==> config.mk <==
export PLATFORM = sky130hd
export DESIGN_NAME = nibble_complement_frame_decoder_top_flat
export DESIGN_NICKNAME = d
export VERILOG_FILES = /design/src/ncfd_pkg.sv /design/src/ncfd_if.sv /design/src/nibble_complement_frame_decoder_top.sv /design/src/flat_wrapper.sv
export VERILOG_INCLUDE_DIRS = /design/src /design/src/src
export SDC_FILE = /design/constraint.sdc
export NUM_CORES = 1
export LEC_CHECK = 0
export ABC_AREA = 1
export BUFFER_PORTS_ARGS = -buffer_cell sky130_fd_sc_hd__buf_4
export CAP_MARGIN = 20
export CORE_MARGIN = 2
export CORE_UTILIZATION = 55
export DETAILED_ROUTE_END_ITERATION = 8
export HOLD_SLACK_MARGIN = 0.1
export PLACE_DENSITY_LB_ADDON = 0.3
export SETUP_SLACK_MARGIN = 0.3
export SYNTH_ARGS = -nofsm -noshare
export SYNTH_HDL_FRONTEND = slang
export SYNTH_SLANG_ARGS = --single-unit
==> constraint.sdc <==
create_clock -name clk -period 2.4 [get_ports clk]
set_input_delay 0.24 -clock clk [delete_from_list [all_inputs] [get_ports clk]]
set_output_delay 0.24 -clock clk [all_outputs]
set_load 0.005 [all_outputs]
==> src/nibble_complement_frame_decoder_top_macros.svh <==
// Assertion macros for the nibble complement frame decoder.
// Included by the top level; expects signals clk and rst_n in scope.
`ifndef NIBBLE_COMPLEMENT_FRAME_DECODER_TOP_MACROS_SVH
`define NIBBLE_COMPLEMENT_FRAME_DECODER_TOP_MACROS_SVH

// Same-cycle implication, checked outside reset.
`define NCFD_ASSERT_IMP(label, cond, expr, msg) \
    label: assert property (@(posedge clk) disable iff (!rst_n) (cond) |-> (expr)) \
        else $error(msg);

// Next-cycle implication, checked outside reset.
`define NCFD_ASSERT_NEXT(label, cond, expr, msg) \
    label: assert property (@(posedge clk) disable iff (!rst_n) (cond) |=> (expr)) \
        else $error(msg);

`endif

==> src/ncfd_pkg.sv <==
// Package for the nibble complement frame decoder: widths, line symbols,
// event codes and the CRC-8 byte update. No dependencies.
package ncfd_pkg;

    localparam int LINE_W  = 8;
    localparam int NIB_W   = 4;
    localparam int CRC_W   = 8;
    localparam int COUNT_W = 8;
    localparam int EVENT_W = 2;

    localparam logic [LINE_W-1:0]  SYM_STX           = 8'h02;
    localparam logic [LINE_W-1:0]  SYM_ETX           = 8'h03;
    localparam logic [CRC_W-1:0]   CRC_POLY          = 8'h8C;
    localparam logic [NIB_W-1:0]   NIB_MASK          = 4'hF;
    localparam logic [COUNT_W-1:0] MAX_PAYLOAD_RESET = 8'd100;

    typedef enum logic [EVENT_W-1:0] {
        EV_BYTE    = 2'd0,
        EV_ACCEPT  = 2'd1,
        EV_CRC_BAD = 2'd2,
        EV_ABORT   = 2'd3
    } event_t;

    // Reflected CRC-8, one data byte, LSB first.
    function automatic logic [CRC_W-1:0] crc_feed(input logic [CRC_W-1:0] crc_in,
                                                  input logic [LINE_W-1:0] data);
        logic [CRC_W-1:0] crc;
        crc = crc_in;
        for (int i = 0; i < LINE_W; i++)
        begin
            if (crc[0] ^ data[i])
            begin
                crc = (crc >> 1) ^ CRC_POLY;
            end
            else
            begin
                crc = crc >> 1;
            end
        end
        return crc;
    endfunction

endpackage

==> src/ncfd_if.sv <==
// Valid/ready channel interfaces for the line bytes and the result events.
// Depends on ncfd_pkg for the field widths.
interface ncfd_line_if
    import ncfd_pkg::*;
();
    logic              valid;
    logic              ready;
    logic [LINE_W-1:0] line_byte;

    modport source (output valid, output line_byte, input ready);
    modport sink   (input valid, input line_byte, output ready);
endinterface

interface ncfd_event_if
    import ncfd_pkg::*;
();
    logic               valid;
    logic               ready;
    logic [EVENT_W-1:0] event_res;

    modport source (output valid, output event_res, input ready);
    modport sink   (input valid, input event_res, output ready);
endinterface

==> src/nibble_complement_frame_decoder_top.sv <==
// Path: a line byte taken from rx_in is held in the input register, decoded there, and its
// event is registered in the output register, from which it transfers on ev_out.
// Throughput: one line byte per cycle; the byte register and the output register
// both advance in the same cycle, so the input stalls only while a held event waits.
// Reset (rst_n, asynchronous, active low) clears the frame state and both valid flags
// and loads max_payload with 100.
//
// Depends on ncfd_pkg, the interfaces in ncfd_if.sv and the assertion macros header.
`include "nibble_complement_frame_decoder_top_macros.svh"

module nibble_complement_frame_decoder_top
    import ncfd_pkg::*;
(
    input  logic                clk,
    input  logic                rst_n,
    input  logic                cfg_we,
    input  logic [COUNT_W-1:0]  cfg_wdata,
    ncfd_line_if.sink           rx_in,
    ncfd_event_if.source        ev_out
);

    // Configuration register: greatest payload length.
    logic [COUNT_W-1:0] max_payload_reg;

    // Input register stage. A received byte sits here while the frame logic
    // below decodes it against the current frame state.
    logic              s1_valid_reg;
    logic [LINE_W-1:0] s1_byte_reg;

    // Frame state.
    logic               in_frame_reg,    in_frame_next;
    logic               end_seen_reg,    end_seen_next;
    logic               expect_high_reg, expect_high_next;
    logic               frame_bad_reg,   frame_bad_next;
    logic [NIB_W-1:0]   high_nibble_reg, high_nibble_next;
    logic [COUNT_W-1:0] byte_count_reg,  byte_count_next;
    logic [CRC_W-1:0]   crc_reg,         crc_next;

    // Output register.
    logic   out_valid_reg;
    event_t out_event_reg;

    // Decode results for the byte in the input stage.
    logic             res_valid;
    event_t           res_event;
    logic [NIB_W-1:0] nib;
    logic             nib_ok;
    logic [LINE_W-1:0] full_byte;

    // The input stage hands its byte on when the output register is empty or its
    // event is transferring this cycle. A byte with no event still needs that
    // slot, which keeps the rule simple and costs nothing at full rate.
    logic s1_fire;

    assign s1_fire     = s1_valid_reg && (!out_valid_reg || ev_out.ready);
    assign rx_in.ready = !s1_valid_reg || s1_fire;

    assign ev_out.valid     = out_valid_reg;
    assign ev_out.event_res = out_event_reg;

    assign nib       = s1_byte_reg[LINE_W-1:NIB_W];
    assign nib_ok    = (nib == (s1_byte_reg[NIB_W-1:0] ^ NIB_MASK));
    assign full_byte = {high_nibble_reg, nib};

    // Frame decoding: start and end symbols first, then bytes outside a frame
    // are dropped, then the complement check, the nibble pairing, the CRC byte
    // after the end marker, and finally the payload length limit.
    always_comb
    begin
        in_frame_next    = in_frame_reg;
        end_seen_next    = end_seen_reg;
        expect_high_next = expect_high_reg;
        frame_bad_next   = frame_bad_reg;
        high_nibble_next = high_nibble_reg;
        byte_count_next  = byte_count_reg;
        crc_next         = crc_reg;
        res_valid        = 1'b0;
        res_event        = EV_BYTE;

        if (s1_byte_reg == SYM_STX)
        begin
            in_frame_next    = 1'b1;
            end_seen_next    = 1'b0;
            expect_high_next = 1'b1;
            frame_bad_next   = 1'b0;
            byte_count_next  = '0;
            crc_next         = '0;
        end
        else if (s1_byte_reg == SYM_ETX)
        begin
            // The end marker is recorded even outside a frame.
            end_seen_next = 1'b1;
        end
        else if (!in_frame_reg)
        begin
            // Idle line noise between frames.
        end
        else if (!nib_ok)
        begin
            frame_bad_next = 1'b1;
            in_frame_next  = 1'b0;
            res_valid      = 1'b1;
            res_event      = EV_ABORT;
        end
        else if (expect_high_reg)
        begin
            high_nibble_next = nib;
            expect_high_next = 1'b0;
        end
        else
        begin
            expect_high_next = 1'b1;
            res_valid        = 1'b1;
            if (end_seen_reg)
            begin
                // The first byte completed after the end marker is the CRC.
                in_frame_next = 1'b0;
                res_event     = (full_byte == crc_reg) ? EV_ACCEPT : EV_CRC_BAD;
            end
            else if (byte_count_reg < max_payload_reg)
            begin
                crc_next        = crc_feed(crc_reg, full_byte);
                byte_count_next = byte_count_reg + COUNT_W'(1);
                res_event       = EV_BYTE;
            end
            else
            begin
                frame_bad_next = 1'b1;
                in_frame_next  = 1'b0;
                res_event      = EV_ABORT;
            end
        end
    end

    always_ff @(posedge clk or negedge rst_n)
    begin
        if (!rst_n)
        begin
            max_payload_reg <= MAX_PAYLOAD_RESET;
        end
        else if (cfg_we)
        begin
            max_payload_reg <= cfg_wdata;
        end
    end

    always_ff @(posedge clk or negedge rst_n)
    begin
        if (!rst_n)
        begin
            s1_valid_reg <= 1'b0;
        end
        else if (rx_in.ready)
        begin
            s1_valid_reg <= rx_in.valid;
        end
    end

    always_ff @(posedge clk)
    begin
        if (rx_in.valid && rx_in.ready)
        begin
            s1_byte_reg <= rx_in.line_byte;
        end
    end

    always_ff @(posedge clk or negedge rst_n)
    begin
        if (!rst_n)
        begin
            in_frame_reg    <= 1'b0;
            end_seen_reg    <= 1'b0;
            expect_high_reg <= 1'b0;
            frame_bad_reg   <= 1'b0;
            high_nibble_reg <= '0;
            byte_count_reg  <= '0;
            crc_reg         <= '0;
        end
        else if (s1_fire)
        begin
            in_frame_reg    <= in_frame_next;
            end_seen_reg    <= end_seen_next;
            expect_high_reg <= expect_high_next;
            frame_bad_reg   <= frame_bad_next;
            high_nibble_reg <= high_nibble_next;
            byte_count_reg  <= byte_count_next;
            crc_reg         <= crc_next;
        end
    end

    always_ff @(posedge clk or negedge rst_n)
    begin
        if (!rst_n)
        begin
            out_valid_reg <= 1'b0;
        end
        else if (s1_fire)
        begin
            out_valid_reg <= res_valid;
        end
        else if (ev_out.ready)
        begin
            out_valid_reg <= 1'b0;
        end
    end

    always_ff @(posedge clk)
    begin
        if (s1_fire && res_valid)
        begin
            out_event_reg <= res_event;
        end
    end

    // Any event other than a payload byte closes the frame.
    `NCFD_ASSERT_NEXT(a_frame_closes, s1_fire && res_valid && (res_event != EV_BYTE), !in_frame_reg, "frame still open after a closing event")

    // No payload byte is counted once the end marker has been seen.
    `NCFD_ASSERT_IMP(a_no_byte_after_end, s1_fire && res_valid && (res_event == EV_BYTE), !end_seen_reg, "payload byte decoded after end marker")

    // A start byte opens a fresh frame waiting for a high nibble.
    `NCFD_ASSERT_NEXT(a_start_opens, s1_fire && (s1_byte_reg == SYM_STX), in_frame_reg && expect_high_reg && (byte_count_reg == '0) && (crc_reg == '0), "start byte did not reset the frame")

    // An aborted frame is marked bad.
    `NCFD_ASSERT_NEXT(a_abort_marks_bad, s1_fire && res_valid && (res_event == EV_ABORT), frame_bad_reg, "abort without bad frame mark")

endmodule

==> src/flat_wrapper.sv <==
// flat-port wrapper written by rule: the top's interface ports become plain ports
module nibble_complement_frame_decoder_top_flat import ncfd_pkg::*;
  (clk, rst_n, cfg_we, cfg_wdata, rx_in_valid, rx_in_line_byte, rx_in_ready, ev_out_valid, ev_out_event_res, ev_out_ready);
  ncfd_line_if rx_in_i ();
  ncfd_event_if ev_out_i ();
  input  logic clk;
  input  logic rst_n;
  input  logic cfg_we;
  input  logic [COUNT_W-1:0] cfg_wdata;
  input wire logic [$bits(rx_in_i.valid)-1:0] rx_in_valid;
  input wire logic [$bits(rx_in_i.line_byte)-1:0] rx_in_line_byte;
  output wire logic [$bits(rx_in_i.ready)-1:0] rx_in_ready;
  output wire logic [$bits(ev_out_i.valid)-1:0] ev_out_valid;
  output wire logic [$bits(ev_out_i.event_res)-1:0] ev_out_event_res;
  input wire logic [$bits(ev_out_i.ready)-1:0] ev_out_ready;
  assign rx_in_i.valid = rx_in_valid;
  assign rx_in_i.line_byte = rx_in_line_byte;
  assign rx_in_ready = rx_in_i.ready;
  assign ev_out_valid = ev_out_i.valid;
  assign ev_out_event_res = ev_out_i.event_res;
  assign ev_out_i.ready = ev_out_ready;
  nibble_complement_frame_decoder_top u_core (.clk(clk), .rst_n(rst_n), .cfg_we(cfg_we), .cfg_wdata(cfg_wdata), .rx_in(rx_in_i), .ev_out(ev_out_i));
endmodule
* Word level (Yosys, flattened, before mapping)
Cells that the tools add are included.
** Storage, ports and cells
- Register bits :: 43
** Cells by class
- $add $sub $neg :: 1
- Order comparisons :: 1
- Equality and inequality tests :: 7
- Mux-type cells :: 96
- Bitwise gates (word level) :: 20
- Reduce and logical (&&, ||, !) cells :: 18
** Operators by type and width (number)
- 8-bit 2-to-1 mux :: 71
- 2-bit NOT with 3-bit output :: 8
- 1-bit 2-to-1 mux :: 20
- 8-bit by 2-bit equality test with 1-bit output, second input constant :: 2
- 2-bit 2-to-1 mux :: 5
- 2-bit nonzero test :: 5
- 8-bit by 1-bit adder with 8-bit output, second input constant :: 1
- 8-bit equality test :: 1
- 8-bit less-than comparator :: 1
- 1-bit XOR :: 8
- 7-bit AND reduction :: 1
- 6-bit AND reduction :: 1
- 4-bit equality test :: 1
- 2-bit != test, second input constant :: 2
- 4-bit NOT :: 1
- 2-bit AND reduction :: 2
- 4-bit AND reduction :: 1
- 1-bit logical AND :: 3
- 1-bit NOT :: 3
- 3-bit OR reduction :: 1
- 1-bit logical NOT :: 2
- 1-bit logical OR :: 2
- 2-bit by 1-bit != test with 1-bit output, second input constant :: 1

* Longest topological paths before layout
Gate-level depths: netlist (run 1).
- Depth after elaboration :: 72
- Depth in mapped cells :: 13

* Worst setup path before layout (run 1)
No wires, ideal clock.
- Path kind :: register to register
- Start :: register u_core.max_payload_reg[5]
- End :: register u_core.out_event_reg[1], in the netlist u_core.ev_out.event_res[1] (data pin)
- Library setup time :: 0.257 ns
- Data arrival time :: 1.515 ns
- Required time :: 2.143 ns
- Slack :: 0.627 ns
- Stages on the path, launching flop included :: 10
- Path buffers :: 0
- Clock period less this slack :: 1.773 ns
- Path through :: dfstp_2 > inv_1 > ha_1 > a21oi_1 > o21a_1 > nand3_1 > inv_1 > nand2_1 > nand3b_1 > nor2_1
** On the way
- Word-level cells in the longest chain between the ends :: 5
** RTL lines
- from (decl) :: RTL line nibble_complement_frame_decoder_top.sv:23 : logic [COUNT_W-1:0] max_payload_reg;
- from (signal assigned) :: RTL line nibble_complement_frame_decoder_top.sv:143 : max_payload_reg <= cfg_wdata;
- 8-bit less-than comparator :: RTL line nibble_complement_frame_decoder_top.sv:120 : else if (byte_count_reg < max_payload_reg)
- 2-bit 2-to-1 mux :: RTL line nibble_complement_frame_decoder_top.sv:120
- 2-bit 2-to-1 mux :: RTL line nibble_complement_frame_decoder_top.sv:114 : if (end_seen_reg)
- 2-bit 2-to-1 mux :: RTL line nibble_complement_frame_decoder_top.sv:105 : else if (expect_high_reg)
- 2-bit 2-to-1 mux :: RTL line nibble_complement_frame_decoder_top.sv:98 : else if (!nib_ok)
- to (signal assigned) :: RTL line nibble_complement_frame_decoder_top.sv:211 : out_event_reg <= res_event;
- to (decl) :: RTL line nibble_complement_frame_decoder_top.sv:41 : event_t out_event_reg;
No other way between the ends.
A chain may end at the register's enable or synchronous reset.

* Final worst setup path (run 1)
- Start :: register u_core.max_payload_reg[5]
- End :: register u_core.out_event_reg[0], in the netlist u_core.ev_out.event_res[0] (data pin)
The elaborated chain is that of the path after synthesis.

==> summary.md, run 1 <==
| Metric | Value |
|---|---|
| Status | `finished clean` |
| Largest cells by area after synthesis | `dfrtp_1 29%, nand2_1 20%, edfxtp_1 12%` |
| CTS Buf Count | `5` |
| Bufs on Longest Clock Path | `2` |
| Synth top area share | `29.0%` |
| Arr. time, crit path | `2.00 ns` |
| Ys flop type | `dfrtp_1` |
| Hold_sp | `rx_in_line_byte[0]` |
| Overflow after GRT | `0` |
| Synth Area per Inst | `7.58 µm²` |
| Initial antenna violation count | `0` |
| Sequential element share of the synthesized area | `43.6%` |
| Post-synthesis async set-or-reset flop share | `76.7%` |
| IO Count | `25` |
| Number of setup violations in the final report | `0` |
| Post-Route WL | `5.16 mm` |
| Crit path buf inv count | `2` |
| Initial drt markers | `154` |
| Worst Tran Pin Value | `0.427 ns` |
| Num rows | `24` |
| Relative slew slack | `71.5%` |
| Hold EP | `u_core.s1_byte_reg[0]` |
| Largest family of logic cells by synthesized area | `simple AND/OR/NAND/NOR gates` |
| Pwr Density | `509 nW/µm²` |
| Met2 WL | `2.41 mm` |
| Share of layout cells above drive strength 1 | `16.0%` |
| Kind of cell adding the most delay to the critical path | `flip-flops` |
| Final hold violations | `0` |
| Clk_lat worst skew | `0.30 ns` |
| Routed met3 length | `285 µm` |
| Die Ht | `72.7 µm` |
| Tightest Hold Check Type | `in -> reg` |
| Final Max Tran Viols | `0` |
| Post-Syn Area | `2590 µm²` |
| Clock Pin Slew Worst Setup and Hold Paths | `0.08 ns` |
| Vias per inst | `5.11` |
| Ordered list of cells on the worst path | `inv_1, ha_1, a21oi_1, o21a_1, nand3_1, inv_2, nand2_1, nand3b_1, nor2_1` |
| Post-synth EDFFs | `10` |
| Ant. Diodes | `0` |
| Synthesized instance count | `342` |
| WL met1 | `2.40 mm` |
| Post-synthesis adder-cell area fraction | `3.86%` |
| Core area | `4440 µm²` |
| Synth Area in Compound Gates | `4.49%` |
| FF-to-FF End | `u_core.ev_out.event_res[0]` |
| Worst Setup Slack, final | `0.449 ns` |
| Reg2Reg Depth | `9` |
| Highest routed layer | `met4` |
| Hold path cells | `1` |
| Largest net degree at the start of global routing | `34` |
| Footprint of the multi-input gates | `1280 µm²` |
| Crit start category | `flop` |
| Crit-path slowest cell | `dfstp_2` |
| Layout Nets | `403` |
| Count leader, synth | `nand2_1` |
| Reg2reg start | `u_core.max_payload_reg[5]` |
| Net count after synthesis | `371` |
| CTS tree | `built` |
| Post-synthesis xor/xnor area fraction | `4.73%` |
| ANT nets after route | `0` |
| Hpwl dp | `3.79 mm` |
| Area leader, netlist | `dfrtp_1` |
| CP endpoint kind | `flop` |
| Crit Path Max Fanout | `3` |
| Commonest cells in the netlist | `136 x nand2_1, 44 x inv_1, 30 x dfrtp_1` |
| First-pass GRT wire length | `8.78 mm` |
| Max IR drop VDD | `0.479 mV` |
| Filler cells | `377` |
| Mux contribution to synthesized area | `0.434%` |
| DIE AREA | `5280 µm²` |
| Number of global-route vias before repair | `2039` |
| Area growth syn-to-layout | `15.1%` |
| Leak | `1.58 nW` |
| Max Clk Rate | `0.512 GHz` |
| Hold_ws | `0.117 ns` |
| Die W | `72.7 µm` |
| Design Area, Final | `2980 µm²` |
| GP Congestion | `0.873` |
| Reg2Reg Setup Slack | `0.45 ns` |
| CP max stage delay | `0.52 ns` |
| Max H-tree Level | `2` |
| Clock Skew | `0.00828 ns` |
| Simple-gate share of the synthesized area | `35.4%` |
| DRC Markers | `0` |
| Yosys cell types | `29` |
| DR pass1 iterations | `4` |
| Sink Count | `43` |
| Req. time, crit path | `2.45 ns` |
| Crit Path Class | `reg -> reg` |
| TNS Setup | `0 ns` |
| Total GRT Usage | `21.5%` |
| Post-Place Setup Slack | `0.486 ns` |
| Input/output buffers | `24` |
| Root buffer cell | `clkbuf_8` |
| Fin crit period | `1.95 ns` |
| Warnings from Yosys | `0` |
| Placed cell area | `2830 µm²` |
| Post-DR wirelength/cell | `12.1 µm` |
| Max Cap Viol | `0` |
| Vias after detailed routing | `2183` |
| RSZ-0062 raised after global routing | `no` |
| Core Util, Final | `67.1%` |
| Starting density of the core | `58.3%` |
| Fin crit share | `81.3%` |
| FF/Latch Area | `1130 µm²` |
| Flops & latches, synth | `43` |
kinds of logic after synthesis:
logic type,count (synthesis)
buf+inv,51
xor+xnor,14
simple gates,204
fa+ha+maj,8
mux,1
flops,43
compound gates,21
per-stage QoR:
stage	cells	power [mW]
global placement	417	0.976
global route	427	1.59
finish	427	1.52
detailed placement	417	0.981
floorplan	342	0.917
CTS	426	1.53
routing by layer:
layer	track usage, %	vias up
li1	-	1133
met1	29.7	979
met2	34.0	66
met3	4.01	5
met4	7.41	0
met5	0	-
report_power, final:
part           total, mW  internal (mW)  switching [mW]
registers          0.796          0.778          0.0184
logic              0.173         0.0661           0.106
clock network      0.549          0.305           0.244
worst max-delay path by stage:
stage | startpoint | end | slack, ns | cells after the start
finish | u_core.max_payload_reg[5] | u_core.ev_out.event_res[0] | 0.45 | 9
global route | u_core.max_payload_reg[2] | u_core.ev_out.event_res[0] | 0.30 | 12
detailed placement | u_core.max_payload_reg[5] | u_core.byte_count_reg[1] | 0.49 | 9
global placement | u_core.max_payload_reg[5] | u_core.ev_out.event_res[1] | 0.51 | 9
CTS | u_core.max_payload_reg[2] | u_core.crc_reg[2] | 0.45 | 12
floorplan | u_core.max_payload_reg[5] | u_core.ev_out.event_res[1] | 0.63 | 9
layout by cell type (no fill, tap or decap), types with 2 or more instances in the layout:
cell / n
inv_1: 43
xor2_1: 6
buf_4: 24
ha_1: 8
a21oi_2: 2
a21oi_1: 4
xnor2_1: 8
clkbuf_8: 5
dfrtp_1: 30
nand2_1: 136
nor2_1: 22
dfstp_2: 3
nand4_4: 2
nor3_1: 3
edfxtp_1: 10
nand2_2: 6
nand4_1: 7
o21ai_0: 12
nor2_4: 3
inv_2: 6
nand3_1: 21
repair_timing:
action | CTS | global route
hold buffers | 1 | 0
endpoints found under the setup margin | 0 | 9
hold endpoints to repair | 30 | 0
buffers inserted | 0 | 1
gates resized for setup | 0 | 3
cell type report:
| type | count | area share [%] |
|---|---|---|
| timing repair buffer | 26 | 7.05 |
| inverter | 50 | 6.38 |
| tap | 52 | 2.18 |
| clock inverter | 3 | 1.30 |
| clock buffer | 5 | 2.31 |
| sequential | 43 | 37.9 |
| multi-input combinational | 248 | 42.9 |
Note: power is estimated with default switching activity, not from simulation.
==> run 2, diff against run 1 <==
--- a/config.mk
+++ b/config.mk
@@ -10,7 +10,7 @@
 export BUFFER_PORTS_ARGS = -buffer_cell sky130_fd_sc_hd__buf_4
 export CAP_MARGIN = 20
 export CORE_MARGIN = 2
-export CORE_UTILIZATION = 55
+export CORE_UTILIZATION = 53
 export DETAILED_ROUTE_END_ITERATION = 8
 export HOLD_SLACK_MARGIN = 0.1
 export PLACE_DENSITY_LB_ADDON = 0.3
==> constraint.sdc (replaced) <==
create_clock -name clk -period 1.6 [get_ports clk]
set_input_delay 0.16 -clock clk [delete_from_list [all_inputs] [get_ports clk]]
set_output_delay 0.16 -clock clk [all_outputs]
set_load 0.005 [all_outputs]
==> run 2 against run 1 <==
The flow now finishes with violations (negative setup slack). Routed wire length is 26% higher. Critical path depth is 2 higher. Global-route usage is 3.5 points higher. Flip-flop and latch count stayed put.
==> summary.md, run 2 (synthesis results as in run 1) <==
| Metric | Value |
|---|---|
| Crit-path slowest cell | `dfstp_2` |
| Worst Setup Slack, final | `-0.202 ns (-0.650 ns)` |
| Worst Tran Pin Value | `0.444 ns (+0.0163 ns)` |
| Most frequent cells in the layout | `131 x nand2_1, 64 x buf_4, 38 x inv_1, 30 x dfrtp_1, 19 x dlygate4sd3_1` |
| Max Cap Viol | `0 (unchanged)` |
| Highest routed layer | `met4` |
| Post-Place Setup Slack | `-0.218 ns (-0.704 ns)` |
| Largest net degree at the start of global routing | `34 (unchanged)` |
| Layout Nets | `465 (+15%)` |
| Kind of cell adding the most delay to the critical path | `flip-flops` |
| WL met1 | `2.74 mm (+14%)` |
| Fin crit period | `1.80 ns (-0.150 ns)` |
| Routed met3 length | `304 µm (+6.7%)` |
| IO Count | `25 (unchanged)` |
| DRC Markers | `0 (unchanged)` |
| Crit Path Class | `reg -> reg` |
| CP max stage delay | `0.54 ns (+0.02 ns)` |
| Max IR drop VDD | `0.624 mV (+30%)` |
| Initial drt markers | `175 (+14%)` |
| Critical path startpoint | `u_core.max_payload_reg[6]` |
| Core area | `4720 µm² (+6.3%)` |
| Reg2Reg Depth | `11 (+2)` |
| Bufs on Longest Clock Path | `2 (unchanged)` |
| Fin crit share | `113% (+31 points)` |
| Input/output buffers | `24 (unchanged)` |
| Number of global-route vias before repair | `2402 (+18%)` |
| Initial antenna violation count | `0 (unchanged)` |
| Crit Path Max Fanout | `3 (unchanged)` |
| Relative slew slack | `70.4% (-1.1 points)` |
| CP endpoint kind | `flop` |
| Leak | `1.90 nW (+20%)` |
| DIE AREA | `5470 µm² (+3.6%)` |
| Clock Skew | `0.00711 ns (-0.00117 ns)` |
| Tightest Hold Check Type | `in -> reg` |
| Post-Route WL | `6.49 mm (+26%)` |
| Arr. time, crit path | `2.00 ns (about the same)` |
| Placed cell area | `3190 µm² (+13%)` |
| DR pass1 iterations | `4 (unchanged)` |
| CTS tree | `built` |
| Pwr Density | `700 nW/µm² (+38%)` |
| Vias after detailed routing | `2488 (+14%)` |
| Number of setup violations in the final report | `26 (+26)` |
| Max H-tree Level | `2 (unchanged)` |
| RSZ-0062 raised after global routing | `yes` |
| Num rows | `25 (+4.2%)` |
| Vias per inst | `4.94 (-3.4%)` |
| Crit start category | `flop` |
| Root buffer cell | `clkbuf_8` |
| ANT nets after route | `0 (unchanged)` |
| Die W | `73.9 µm (+1.8%)` |
| Ordered list of cells on the worst path | `inv_2, ha_1, nand2_1, nor2_1, nand2_2, nand3_2, inv_2, buf_4, buf_4, nand4_1, nand2_1` |
| Ant. Diodes | `0 (unchanged)` |
| First-pass GRT wire length | `10.5 mm (+20%)` |
| Status | `finished with violations` |
| Met2 WL | `3.32 mm (+38%)` |
| Reg2reg start | `u_core.max_payload_reg[6]` |
| Max Clk Rate | `0.555 GHz (+8.3%)` |
| Final hold violations | `0 (unchanged)` |
| Hold_sp | `cfg_we` |
| Overflow after GRT | `0 (unchanged)` |
| Crit. path cell count | `11 (+2)` |
| Core Util, Final | `78.4% (+11 points)` |
| TNS Setup | `-4.04 ns (-4.04 ns)` |
| Starting density of the core | `54.9% (-3.4 points)` |
| Clock Pin Slew Worst Setup and Hold Paths | `0.08 ns (about the same)` |
| Most common cell after layout, fill and taps aside | `nand2_1` |
| Design Area, Final | `3700 µm² (+24%)` |
| Hold path cells | `2 (+1)` |
| Die Ht | `73.9 µm (+1.8%)` |
| Req. time, crit path | `1.80 ns (-0.65 ns)` |
| Clk_lat worst skew | `0.30 ns (about the same)` |
| Final Max Tran Viols | `0 (unchanged)` |
| GP Congestion | `0.871 (-0.29%)` |
| Hpwl dp | `4.21 mm (+11%)` |
| Post-DR wirelength/cell | `12.9 µm (+6.6%)` |
| CTS Buf Count | `5 (unchanged)` |
| Failing checks | `negative setup slack` |
| Area growth syn-to-layout | `42.9%` |
| Sink Count | `43 (unchanged)` |
| Crit path buf inv count | `4 (+2)` |
| Share of layout cells above drive strength 1 | `30.0% (+14 points)` |
| Total GRT Usage | `25.0% (+3.5 points)` |
-- run 2: cell types whose count changed in the layout (fill, tap and decap cells not counted), sizes merged --
cell,previous run,this run
clkbuf,5,6
dlygate4sd3,1,19
bufinv,1,2
clkinv,2,0
buf,25,69
-- run 2: layout make-up --
cell class / count / area (µm²)
Multi-Input combinational cell: 248 / 1430
Sequential cell: 43 / 1130
Fill cell: 309 / 1020
Timing Repair Buffer: 88 / 736
Inverter: 50 / 190
Tap cell: 67 / 83.8
Clock buffer: 6 / 72.6
Clock inverter: 2 / 60.1
-- run 2: final timing paths --
kind | to | slack [ns]
max | u_core.byte_count_reg[0] | -0.20
min | u_core.max_payload_reg[5] | 0.13
max reg2reg | u_core.byte_count_reg[0] | -0.20
min reg2reg | u_core.max_payload_reg[6] | 0.50
max in group asynchronous | u_core.max_payload_reg[6] | 0.92
min in group asynchronous | u_core.max_payload_reg[1] | 0.34
-- run 2: where the power goes --
part           switching, mW  leakage, nW  internal (mW)
Combinational          0.204         1.30          0.181
Sequential            0.0302        0.539           1.17
Clock                  0.387       0.0654          0.624
Total                  0.621         1.90           1.97
-- run 2: metrics by stage --
stage	instances	power (mW)	hold WS (ns)
after floorplan	342	1.39	-0.136
after global placement	468	1.51	0.135
after detailed placement	468	1.52	0.138
after CTS	499	2.57	0.135
after global routing	504	2.69	0.149
final	504	2.59	0.129
-- run 2: per-layer routing --
metal | GRT usage [%] | up-vias
met1 | 31.5 | 1138
met3 | 4.74 | 13
met5 | 0 | -
met2 | 43.8 | 77
li1 | - | 1260
met4 | 7.47 | 0
-- run 2: repair_timing --
action,CTS,global route
hold endpoints to repair,48,0
setup endpoints to repair,28,28
pin swaps,10,12
hold buffers,19,0
buffers inserted,4,5
gates resized for setup,13,17
==> run 3, diff against run 2 <==
--- a/config.mk
+++ b/config.mk
@@ -14,6 +14,7 @@
 export DETAILED_ROUTE_END_ITERATION = 8
 export HOLD_SLACK_MARGIN = 0.1
 export PLACE_DENSITY_LB_ADDON = 0.3
+export RECOVER_POWER = 50
 export SETUP_SLACK_MARGIN = 0.3
 export SYNTH_ARGS = -nofsm -noshare
 export SYNTH_HDL_FRONTEND = slang
==> run 3 against run 2 <==
The run still ends with negative setup slack left. Cell area about the same. Clock skew about the same. Count of clock-buffer cells in the layout unchanged. Critical path depth unchanged. Critical endpoint unchanged.
==> summary.md, run 3 (synthesis results as in run 1) <==
| Metric | Value |
|---|---|
| Req. time, crit path | `1.80 ns (about the same)` |
| Most frequent cells in the layout | `131 x nand2_1, 60 x buf_4, 38 x inv_1, 30 x dfrtp_1, 19 x dlygate4sd3_1` |
| Worst Setup Slack, final | `-0.202 ns (-0.000879 ns)` |
| Core area | `4720 µm² (unchanged)` |
| Critical path startpoint | `u_core.max_payload_reg[6]` |
| Share of layout cells above drive strength 1 | `30.0% (unchanged)` |
| Leak | `1.90 nW (about the same)` |
| Crit Path Class | `reg -> reg` |
| TNS Setup | `-4.05 ns (-0.00215 ns)` |
| Post-Route WL | `6.48 mm (about the same)` |
| Hold_ws | `0.128 ns (-0.000909 ns)` |
| First-pass GRT wire length | `10.5 mm (unchanged)` |
| Max IR drop VDD | `0.622 mV (-0.25%)` |
| Reg2Reg Depth | `11 (unchanged)` |
| Most common cell after layout, fill and taps aside | `nand2_1` |
| Reg2reg start | `u_core.max_payload_reg[6]` |
| Initial antenna violation count | `0 (unchanged)` |
| Status | `finished with violations` |
| Vias after detailed routing | `2481 (-0.28%)` |
| Arr. time, crit path | `2.00 ns (about the same)` |
| ANT nets after route | `0 (unchanged)` |
| Hpwl dp | `4.21 mm (unchanged)` |
| DR pass1 iterations | `4 (unchanged)` |
| Die W | `73.9 µm (unchanged)` |
| DRC Markers | `0 (unchanged)` |
| DIE AREA | `5470 µm² (unchanged)` |
| Final Max Tran Viols | `0 (unchanged)` |
| Starting density of the core | `54.9% (unchanged)` |
| CTS Buf Count | `5 (unchanged)` |
| Area growth syn-to-layout | `42.8% (about the same)` |
| Bufs on Longest Clock Path | `2 (unchanged)` |
| Ant. Diodes | `0 (unchanged)` |
| Number of global-route vias before repair | `2402 (unchanged)` |
| Placed cell area | `3190 µm² (unchanged)` |
| Total GRT Usage | `25.0% (unchanged)` |
| Hold_sp | `cfg_we` |
| FF-to-FF End | `u_core.byte_count_reg[0]` |
| Number of setup violations in the final report | `26 (unchanged)` |
| Input/output buffers | `24 (unchanged)` |
| Fin crit share | `113% (about the same)` |
| IO Count | `25 (unchanged)` |
| Vias per inst | `4.92 (-0.28%)` |
| RSZ-0062 raised after global routing | `yes` |
| Pwr Density | `700 nW/µm² (about the same)` |
| Reg2Reg Setup Slack | `-0.20 ns (about the same)` |
| Final hold violations | `0 (unchanged)` |
| CTS tree | `built` |
| CP endpoint kind | `flop` |
| Total power | `2.59 mW (about the same)` |
| Clock Skew | `0.00744 ns (+0.000333 ns)` |
| Num rows | `25 (unchanged)` |
| Root buffer cell | `clkbuf_8` |
| Worst Tran Pin Value | `0.861 ns (+0.417 ns)` |
| Critical Path End | `u_core.byte_count_reg[0]` |
| Largest net degree at the start of global routing | `34 (unchanged)` |
| Post-DR wirelength/cell | `12.9 µm (about the same)` |
| Sink Count | `43 (unchanged)` |
| Fin crit period | `1.80 ns (+0.000879 ns)` |
| GP Congestion | `0.871 (unchanged)` |
| Failing checks | `negative setup slack` |
| Crit start category | `flop` |
| Hold path cells | `2 (unchanged)` |
| Initial drt markers | `175 (unchanged)` |
| Crit Path Max Fanout | `3 (unchanged)` |
| Design Area, Final | `3700 µm² (about the same)` |
| Tightest Hold Check Type | `in -> reg` |
| Clock Pin Slew Worst Setup and Hold Paths | `0.09 ns (about the same)` |
| Overflow after GRT | `0 (unchanged)` |
| Relative slew slack | `42.6% (-28 points)` |
| Clk_lat worst skew | `0.30 ns (about the same)` |
| Max H-tree Level | `2 (unchanged)` |
| Max Cap Viol | `0 (unchanged)` |
| Layout Nets | `465 (unchanged)` |
| Max Clk Rate | `0.555 GHz (about the same)` |
| Die Ht | `73.9 µm (unchanged)` |
| Filler cells | `309 (unchanged)` |
run 3: cell count changes in the layout (fill, tap and decap cells not counted), sizes merged:
cell    delta
clkbuf     +4
buf        -4
run 3: how the worst min path moves through the flow:
stage	slack, ns	to
finish	0.13	u_core.max_payload_reg[5]
global route	0.15	u_core.max_payload_reg[5]
CTS	0.14	u_core.max_payload_reg[5]
detailed placement	0.14	u_core.crc_reg[7]
global placement	0.14	u_core.crc_reg[7]
floorplan	-0.14	u_core.byte_count_reg[0]
run 3: layout make-up:
cell class	count	area, µm²	share of cell area (%)
inverters	50	190	5.14
well taps	67	83.8	2.26
flip-flops and latches	43	1130	30.5
clock buffers	6	72.6	1.96
clock inverters	2	60.1	1.62
multi-input cells	248	1430	38.7
repair buffers	88	733	19.8
run 3: metal layers:
layer  up-vias  share of wire (%)  global-route usage, %
met4         0                1.9                   7.47
met5         -                  0                      0
met1      1132                 42                   31.5
met3        13                4.7                   4.74
li1       1259                  -                      -
met2        77                 51                   43.8
run 3: critical path, cell delays in order, from the launching register on:
cell	delay, ns
dfstp_2	0.54
inv_2	0.03
ha_1	0.26
nand2_1	0.06
nor2_1	0.13
nand2_2	0.09
nand3_2	0.10
inv_2	0.07
buf_4	0.13
buf_4	0.12
nand4_1	0.10
nand2_1	0.06
run 3: what timing repair did:
action                     CTS  global route
pin swaps                   10            12
cloned                       0             0
hold endpoints to repair    48             0
buffers inserted             4             5
hold buffers                19             0
gates resized for setup     13            17
setup endpoints to repair   28            28
run 3: per-stage QoR:
stage                     util [%]  cells  worst slack [ns]
after floorplan                  -    342           -0.0510
final                         78.4    504            -0.202
after CTS                     76.2    499            -0.163
after global placement        67.5    468            -0.151
after detailed placement      67.5    468            -0.218
after global routing          78.4    504            -0.289
run 3: where the power goes:
part | switching (mW) | total [mW] | internal [mW]
sequential | 0.0302 | 1.20 | 1.17
clock | 0.387 | 1.01 | 0.624
combinational | 0.203 | 0.383 | 0.180
total | 0.620 | 2.59 | 1.97
